[src/rtl/core/mnrc_pkg.sv]
// shared types, constants and helpers for the node renumbering block
package mnrc_pkg;

  localparam int MAX_NODES  = 65536;
  localparam int COORD_BITS = 32;

  localparam int ID_W    = 17;
  localparam int ADDR_W  = $clog2(MAX_NODES);
  localparam int SUM_W   = COORD_BITS + 3;
  localparam int KIND_W  = 3;
  localparam int SLOT_W  = 3;
  localparam int COUNT_W = 4;
  localparam int LANES   = 3;

  // centroid divider: quotient bits resolved per cycle
  localparam int DIV_STEPS  = 7;
  localparam int DIV_CYCLES = (SUM_W + DIV_STEPS - 1) / DIV_STEPS;
  localparam int DIV_W      = DIV_CYCLES * DIV_STEPS;
  localparam int DIV_CNT_W  = $clog2(DIV_CYCLES + 1);

  typedef logic signed [COORD_BITS-1:0] coord_t;
  typedef logic signed [SUM_W-1:0]      sum_t;
  typedef logic [ID_W-1:0]              id_t;
  typedef logic [ADDR_W-1:0]            addr_t;
  typedef logic [COUNT_W-1:0]           count_t;

  typedef enum logic [KIND_W-1:0] {
    KIND_LINE2,
    KIND_TRIA3,
    KIND_QUAD4,
    KIND_TETRA4,
    KIND_PENTA6,
    KIND_HEXA8
  } kind_t;

  typedef enum logic [2:0] {
    ST_CLEAR,
    ST_IDLE,
    ST_LOOK,
    ST_WAIT,
    ST_DIV
  } state_t;

  typedef struct packed {
    logic   start;
    count_t divisor;
  } div_req_t;

  function automatic count_t kind_nodes(input kind_t kind);
    count_t n;
    case (kind)
      KIND_LINE2:  n = COUNT_W'(2);
      KIND_TRIA3:  n = COUNT_W'(3);
      KIND_QUAD4:  n = COUNT_W'(4);
      KIND_TETRA4: n = COUNT_W'(4);
      KIND_PENTA6: n = COUNT_W'(6);
      KIND_HEXA8:  n = COUNT_W'(8);
      default:     n = COUNT_W'(8);
    endcase
    return n;
  endfunction

endpackage

[src/rtl/core/mnrc_cdiv.sv]
// centroid divider: three signed sums divided by a small node count
module mnrc_cdiv (
  input  logic                 clk,
  input  logic                 rst,
  input  mnrc_pkg::div_req_t   req,
  input  mnrc_pkg::sum_t       sums [mnrc_pkg::LANES],
  output logic                 done,
  output mnrc_pkg::coord_t     quot [mnrc_pkg::LANES]
);
  import mnrc_pkg::*;

  logic                   run;
  logic [DIV_CNT_W-1:0]   cnt;
  count_t                 divisor;
  logic [DIV_W-1:0]       mag     [LANES];
  logic [SLOT_W-1:0]      rem     [LANES];
  logic                   neg     [LANES];
  logic [DIV_W-1:0]       mag_next [LANES];
  logic [SLOT_W-1:0]      rem_next [LANES];
  logic [SUM_W-1:0]       abs_in   [LANES];

  // restoring long division, DIV_STEPS quotient bits per cycle per lane
  always_comb begin
    logic [DIV_W-1:0]  m;
    logic [COUNT_W-1:0] t;
    logic [SLOT_W-1:0] r;
    for (int l = 0; l < LANES; l++) begin
      m = mag[l];
      r = rem[l];
      for (int s = 0; s < DIV_STEPS; s++) begin
        t = {r, m[DIV_W-1]};
        m = {m[DIV_W-2:0], 1'b0};
        if (t >= divisor) begin
          t    = t - divisor;
          m[0] = 1'b1;
        end
        r = t[SLOT_W-1:0];
      end
      mag_next[l] = m;
      rem_next[l] = r;
      abs_in[l]   = sums[l][SUM_W-1] ? $unsigned(-sums[l]) : $unsigned(sums[l]);
    end
  end

  always_ff @(posedge clk) begin
    if (rst) begin
      run <= 1'b0;
      cnt <= '0;
    end else if (req.start) begin
      run <= 1'b1;
      cnt <= DIV_CNT_W'(DIV_CYCLES);
    end else if (run) begin
      cnt <= cnt - 1'b1;
      if (cnt == DIV_CNT_W'(1)) begin
        run <= 1'b0;
      end
    end
  end

  always_ff @(posedge clk) begin
    if (req.start) begin
      divisor <= req.divisor;
      for (int l = 0; l < LANES; l++) begin
        mag[l] <= DIV_W'(abs_in[l]);
        rem[l] <= '0;
        neg[l] <= sums[l][SUM_W-1];
      end
    end else if (run) begin
      for (int l = 0; l < LANES; l++) begin
        mag[l] <= mag_next[l];
        rem[l] <= rem_next[l];
      end
    end
  end

  // truncation toward zero: divide magnitudes, restore sign
  always_comb begin
    for (int l = 0; l < LANES; l++) begin
      quot[l] = neg[l] ? COORD_BITS'(-mag[l]) : COORD_BITS'(mag[l]);
    end
  end

  assign done = !run;

endmodule

[config.mk]
export PLATFORM = sky130hd
export DESIGN_NAME = mnrc_cdiv
export DESIGN_NICKNAME = d
export VERILOG_FILES = /design/src/rtl/core/mnrc_pkg.sv /design/src/rtl/core/mnrc_cdiv.sv
export SDC_FILE = /design/constraint.sdc
export NUM_CORES = 1
export LEC_CHECK = 0
export ABC_AREA = 0
export BUFFER_PORTS_ARGS = -buffer_cell sky130_fd_sc_hd__buf_2
export CAP_MARGIN = 40
export CORE_MARGIN = 3
export CORE_UTILIZATION = 63
export CTS_CLUSTER_DIAMETER = 30
export DETAILED_ROUTE_END_ITERATION = 7
export GPL_TIMING_DRIVEN = 1
export PLACE_DENSITY_LB_ADDON = 0.12
export SYNTH_ARGS = -nofsm -noshare
export SYNTH_HDL_FRONTEND = slang
export SYNTH_SLANG_ARGS = --single-unit
export TNS_END_PERCENT = 50
[constraint.sdc]
create_clock -name clk -period 29.1 [get_ports clk]
set_input_delay 4.365 -clock clk [delete_from_list [all_inputs] [get_ports clk]]
set_output_delay 4.365 -clock clk [all_outputs]
set_load 0.02 [all_outputs]
==> impl_metrics.py, run 1 <==
metrics = {
    "grt": {
        "grt_max_degree": 85,
        "antenna_found_initial": 1,
        "grt_pass1_vias": 10870,
        "grt-ovfl-total": 0,
        "track_usage_pct": 31.09,
        "grt_pass1_wl_um": 54700,
    },
    "yosys": {
        "synth_common_cells": "148 x nand2_1, 143 x o21ai_0, 121 x edfxtp_1, 118 x xnor2_1, 92 x ha_1",
        "synth_area_mm2": 0.01232,
        "synthArstFlopShare_pct": 0,
        "synth_top_area_cell": "edfxtp_1",
        "synth_edf_count": 121,
        "yosys-top-cells-area": "edfxtp_1 29%, ha_1 9.3%, xnor2_1 8.4%",
        "syn_nets": 1596,
        "yosys_warnings": 0,
        "synthDistinctLibCells": 55,
        "avgSynthCellArea_um2": 8.985,
        "ys.flop_type": "edfxtp_1",
        "syn_inst": 1371,
        "ys_seq_elements": 125,
        "synth_most_common_cell": "nand2_1",
        "netlist.area_leader.share_pct": 29.50,
        "seq_area_frac_synth_pct": 30.15,
    },
    "detailed_routing": {
        "drt_iter0_drc": 1141,
        "drc": 0,
        "routed_wl_um": 33880,
        "via_per_inst": 6.225,
        "wire_per_inst_um": 18.52,
        "drtAntennaViolNets": 0,
        "vias": 11390,
        "drtPass1Iterations": 5,
    },
    "outcome": {
        "status": "finished clean",
    },
    "final_layout": {
        "drive_gt1_share_pct": 18.49,
        "fin_util_pct": 75.25,
        "fin_area_mm2": 0.01426,
        "area_growth_pct": 15.80,
        "finalNetCount": 1780,
    },
    "worst_hold_path": {
        "hp-class": "reg2reg",
    },
    "sta": {
        "rsz0062_at_grt": "false",
        "setup_slack_ps": 17610,
        "slew_headroom_pct": 38.60,
        "setup_violations": 0,
        "hold_viol_final": 0,
        "finClkSkew_ps": 10.41,
        "tightest_slew_ps": 921.1,
        "slew_viol_final": 0,
        "max_freq_mhz": 87.06,
        "finalSetupTns_ps": 0,
        "finalCriticalPeriod_ps": 11490,
        "finalCritPeriodShare_pct": 39.47,
    },
    "worst_setup_path": {
        "start_kind": "register",
        "required_ps": 29240,
        "slowest_stage": "fa_1",
        "crit_type": "reg2reg",
        "crit_path_end_kind": "register",
        "critical_path_arrival_ps": 11630,
        "cp_num_buf_inv": 6,
        "cp_common_cell": "a21o_1",
        "max_stage_delay_ps": 480,
        "critPathTopFamily": "compound AO/OA/AOI/OAI gates",
        "critical_path.max_fanout": 16,
    },
    "die": {
        "start_util_pct": 64.98,
        "dieHeight_um": 145.8,
        "row_count": 50,
        "coreArea_mm2": 0.01896,
        "die_w_um": 145.8,
        "dieArea_mm2": 0.02127,
        "io_pins": 209,
    },
    "cts": {
        "cts_resized": 0,
        "clkTransAtPathRegs_ps": 60,
        "root_buffer": "clkbuf_16",
        "clock-sinks": 125,
        "cts_tree": "built",
        "cts.htree.levels": 4,
        "cts_hold_buf": 0,
        "clockBufferDepth": 2,
        "post_cts_buffers": 0,
        "clock_latency_ps": 430,
        "numCtsBuffers": 17,
    },
    "placed_design": {
        "dpl-instance-area_mm2": 0.01361,
        "pre_cts_slack_ps": 17800,
        "port_buffers": 208,
        "place_hpwl_um": 24950,
        "globalplace.congestion": 0.8853,
    },
    "flow_run": {
        "drv_cap": 0,
    },
    "power": {
        "peakVddDrop_mv": 0.1176,
        "p_per_area_mw_per_mm2": 139.5,
        "power.leakage_nw": 5.778,
    },
}
## placed cells by master, fill, tap and decap left out, types with 18 or more instances in the layout
cell type / netlist / routed
nand2_1: 148 / 148
nor2_1: 56 / 55
edfxtp_1: 121 / 121
buf_2: 1 / 209
xnor2_1: 118 / 118
or3_1: 29 / 29
a21o_1: 21 / 21
o31ai_1: 66 / 66
o41ai_1: 50 / 50
clkbuf_16: 0 / 18
xor2_1: 90 / 90
inv_1: 77 / 77
o21ai_0: 143 / 143
fa_1: 21 / 21
nand2b_1: 23 / 22
or4_1: 28 / 28
mux2i_1: 19 / 19
a21oi_1: 58 / 58
ha_1: 92 / 92
## report_power, final
group	total [W]	leakage, nW	switching, W	internal [W]
Combinational	0.00147	4.22	0.000852	0.000615
Sequential	0.000288	1.26	0.0000411	0.000247
Clock	0.000235	0.302	0.0000839	0.000151
## flip-flops by register name, summed over array words and instances (netlist names)
| name | flops |
|---|---|
| run | 1 |
| cnt | 3 |
| divisor | 4 |
| rem | 9 |
| neg | 3 |
| mag | 105 |
## metal layers
metal	vias up	GRT usage [%]	wire length, um
li1	5415	-	-
met5	-	0	0
met1	5399	41.76	14280
met3	64	4.640	2622
met4	0	9.592	797
met2	513	52.17	16180
## through the flow
step                      cells  total power, W  hold WS, ps
after global placement     1791        0.001643        483.1
after detailed placement   1795        0.001714        491.9
after floorplan            1371        0.001402        471.3
after global routing       1829        0.002171        545.8
final                      1830        0.001990        498.3
after CTS                  1827        0.001968        499.4
## path summary, 6_finish.rpt
path / slack, ps / startpoint / endpoint / depth (start not counted)
worst max-delay path: 17610 / divisor[1] / rem[0][7] / 40
worst min-delay path: 500 / cnt[1] / cnt[1] / 2
worst max register to register: 17610 / divisor[1] / rem[0][7] / 40
worst min register to register: 500 / cnt[1] / cnt[1] / 2
## worst register-to-register path, delay by kind of cell, from the launching register on
| family | cells | cell delay, ps |
|---|---|---|
| AO/OA/AOI/OAI | 20 | 4840 |
| adder cells (fa/ha/maj) | 7 | 2460 |
| multiplexers | 5 | 2010 |
| buffers and inverters | 6 | 1330 |
| flip-flops | 1 | 320 |
| AND/OR/NAND/NOR | 2 | 230 |
## cells by family after synthesis
logic type	after synthesis	share of synthesized area [%]
compound gates	391	20.44
xor+xnor	208	14.79
flops	125	30.15
simple gates	368	14.95
buf+inv	134	4.185
mux	32	2.732
fa+ha+maj	113	12.76
## final cells by class
| cell class | instances | area (um^2) |
|---|---|---|
| Multi-Input combinational cell | 1112 | 8102 |
| Clock buffer | 19 | 432.9 |
| Clock inverter | 13 | 196.4 |
| Tap cell | 260 | 325.3 |
| Fill cell | 1372 | 4691 |
| Antenna cell | 2 | 5.005 |
| Sequential cell | 125 | 3714 |
| Timing Repair Buffer | 222 | 1201 |
| Inverter | 77 | 289.0 |
No activity file was read; power rests on OpenSTA's default activity.
==> run 2, diff against run 1 <==
- CORE_UTILIZATION: 63 -> 58
- clock period: 29.1 -> 10.72 ns (I/O delays scaled with it)
==> impl_metrics.py, run 2 (synthesized netlist as in run 1, its figures left out) <==
metrics = {
    "outcome": {
        "status": "finished clean",
    },
    "sta": {
        "setup_violations": 0,
        "rsz0062_at_grt": "false",
        "max_freq_mhz": 99.21,
        "finalCriticalPeriod_ps": 10080,
        "finClkSkew_ps": 10.52,
        "tightest_slew_ps": 930.9,
        "setup_slack_ps": 640.4,
        "finalCritPeriodShare_pct": 94.03,
        "slew_headroom_pct": 37.94,
        "hold_viol_final": 0,
        "slew_viol_final": 0,
        "finalSetupTns_ps": 0,
    },
    "die": {
        "row_count": 52,
        "dieHeight_um": 151.7,
        "start_util_pct": 59.91,
        "coreArea_mm2": 0.02056,
        "die_w_um": 151.7,
        "io_pins": 209,
        "dieArea_mm2": 0.02302,
    },
    "final_layout": {
        "mostFrequentLayoutCells": "208 x buf_2, 148 x nand2_1, 142 x o21ai_0",
        "fin_area_mm2": 0.01429,
        "layout_commonest_cell": "buf_2",
        "largest_register": "mag",
        "largest_reg_flops": 105,
        "top_regs": "mag: 105 flops, rem: 9 flops, divisor: 4 flops",
        "finalNetCount": 1786,
        "diodes": 0,
        "drive_gt1_share_pct": 19.57,
        "area_growth_pct": 16.02,
    },
    "cts": {
        "cts_tree": "built",
        "clkTransAtPathRegs_ps": 60,
        "clockBufferDepth": 2,
        "clock-sinks": 125,
        "root_buffer": "clkbuf_16",
        "numCtsBuffers": 17,
        "cts_hold_buf": 0,
        "cts.htree.levels": 4,
        "clock_latency_ps": 420,
    },
    "power": {
        "power.internal_w": 0.002753,
        "power_frac_seq_pct": 14.3,
        "clock_power_share_pct": 10.4,
        "peakVddDrop_mv": 0.2979,
        "combPwrFrac_pct": 75.3,
        "p_sw_w": 0.002710,
        "power.leakage_nw": 5.769,
        "p_per_area_mw_per_mm2": 382.3,
        "p_sw_share_pct": 49.61,
    },
    "detailed_routing": {
        "routed_wl_um": 33270,
        "drtAntennaViolNets": 0,
        "vias": 11220,
        "drtPass1Iterations": 5,
        "via_per_inst": 6.087,
        "drc": 0,
        "drt_iter0_drc": 705,
        "wire_per_inst_um": 18.04,
    },
    "placed_design": {
        "pre_cts_slack_ps": 205.1,
        "place_hpwl_um": 25350,
        "port_buffers": 208,
        "dpl-instance-area_mm2": 0.01368,
        "globalplace.congestion": 0.9546,
    },
    "worst_setup_path": {
        "endpoint": "rem[0][4]",
        "reg2reg_to": "rem[0][4]",
        "crit_path_end_kind": "register",
        "slowest_stage": "edfxtp_1",
        "reg2reg_depth": 41,
        "critical_path_arrival_ps": 10220,
        "max_stage_delay_ps": 570,
        "regToRegSetupSlack_ps": 640,
        "r2r-start": "divisor[0]",
        "crit_type": "reg2reg",
        "crit_start": "divisor[0]",
        "required_ps": 10860,
        "start_kind": "register",
        "critical_path.max_fanout": 8,
    },
    "grt": {
        "grt-ovfl-total": 0,
        "grt_pass1_vias": 10280,
        "grt_pass1_wl_um": 52140,
        "grt_max_degree": 87,
        "track_usage_pct": 28.36,
        "use_met2_pct": 48.07,
        "grt_busiest_layer": "met2",
        "antenna_found_initial": 0,
        "grtUsageMet1_pct": 37.96,
        "met3_usage_pct": 3.629,
    },
    "worst_hold_path": {
        "hp-class": "reg2reg",
    },
    "flow_run": {
        "drv_cap": 0,
    },
}
run 2: cell count changes in the layout (fill, tap and decap cells not counted), moves of 3 or more:
| cell | previous run | this run |
|---|---|---|
| mux2i_1 | 19 | 16 |
| mux2i_2 | 0 | 3 |
| o21ai_1 | 5 | 2 |
| o21ai_2 | 0 | 4 |
| a21oi_1 | 58 | 55 |
| buf_4 | 9 | 17 |
| bufinv_16 | 5 | 2 |
| a21oi_2 | 0 | 3 |
run 2: final cells by class:
class | count | area [um^2]
multi-input cells | 1112 | 8139
fillers | 1701 | 6269
flip-flops and latches | 125 | 3714
repair buffers | 228 | 1239
clock buffers | 17 | 425.4
well taps | 270 | 337.8
inverters | 77 | 289.0
clock inverters | 15 | 147.6
run 2: power groups by stage:
stage	Clock, W	Combinational (W)	Sequential [W]
2_1_floorplan	0	0.00306	0.000748
3_3_place_gp	0	0.00376	0.000788
3_5_place_dp	0	0.00393	0.000788
4_1_cts	0.000574	0.00398	0.000780
5_1_grt	0.000594	0.00457	0.000795
6_report	0.000568	0.00411	0.000783
run 2: worst max-delay path: cells and delay by family (launching register included):
family | cells | cell delay (ps)
AO/OA/AOI/OAI | 19 | 4550
flip-flops | 1 | 570
buffers and inverters | 6 | 610
multiplexers | 3 | 1080
AND/OR/NAND/NOR | 5 | 720
adder cells (fa/ha/maj) | 8 | 2240
run 2: timing repair:
item,4_1_cts,5_1_grt
setup buffers,0,0
setup endpoints to repair,0,12
gates resized for setup,0,11
run 2: worst min path at each step:
stage | slack [ps] | start | end | depth (start not counted)
4_1_cts | 500 | cnt[1] | cnt[1] | 2
3_5_place_dp | 500 | cnt[1] | cnt[1] | 2
2_1_floorplan | 470 | cnt[1] | cnt[1] | 2
5_1_grt | 570 | cnt[1] | cnt[1] | 2
3_3_place_gp | 490 | cnt[1] | cnt[1] | 2
6_report | 500 | cnt[1] | cnt[1] | 2
run 2: per-stage QoR:
step | hold WS (ps) | utilization [%] | instances | total power, W
finish | 500.6 | 69.51 | 1844 | 0.005463
global route | 569.0 | 69.51 | 1844 | 0.005960
CTS | 504.9 | 69.33 | 1844 | 0.005332
detailed placement | 497.0 | 66.54 | 1812 | 0.004722
global placement | 485.2 | 66.20 | 1809 | 0.004546
floorplan | 471.3 | - | 1371 | 0.003806
run 2: metal layers:
metal | part of all wire, % | wire [um] | vias to the layer above
met1 | 43 | 14160 | 5334
met2 | 49 | 16140 | 407
met4 | 1.9 | 643 | 0
met3 | 7.0 | 2335 | 49
li1 | - | - | 5434
met5 | 0 | 0 | -
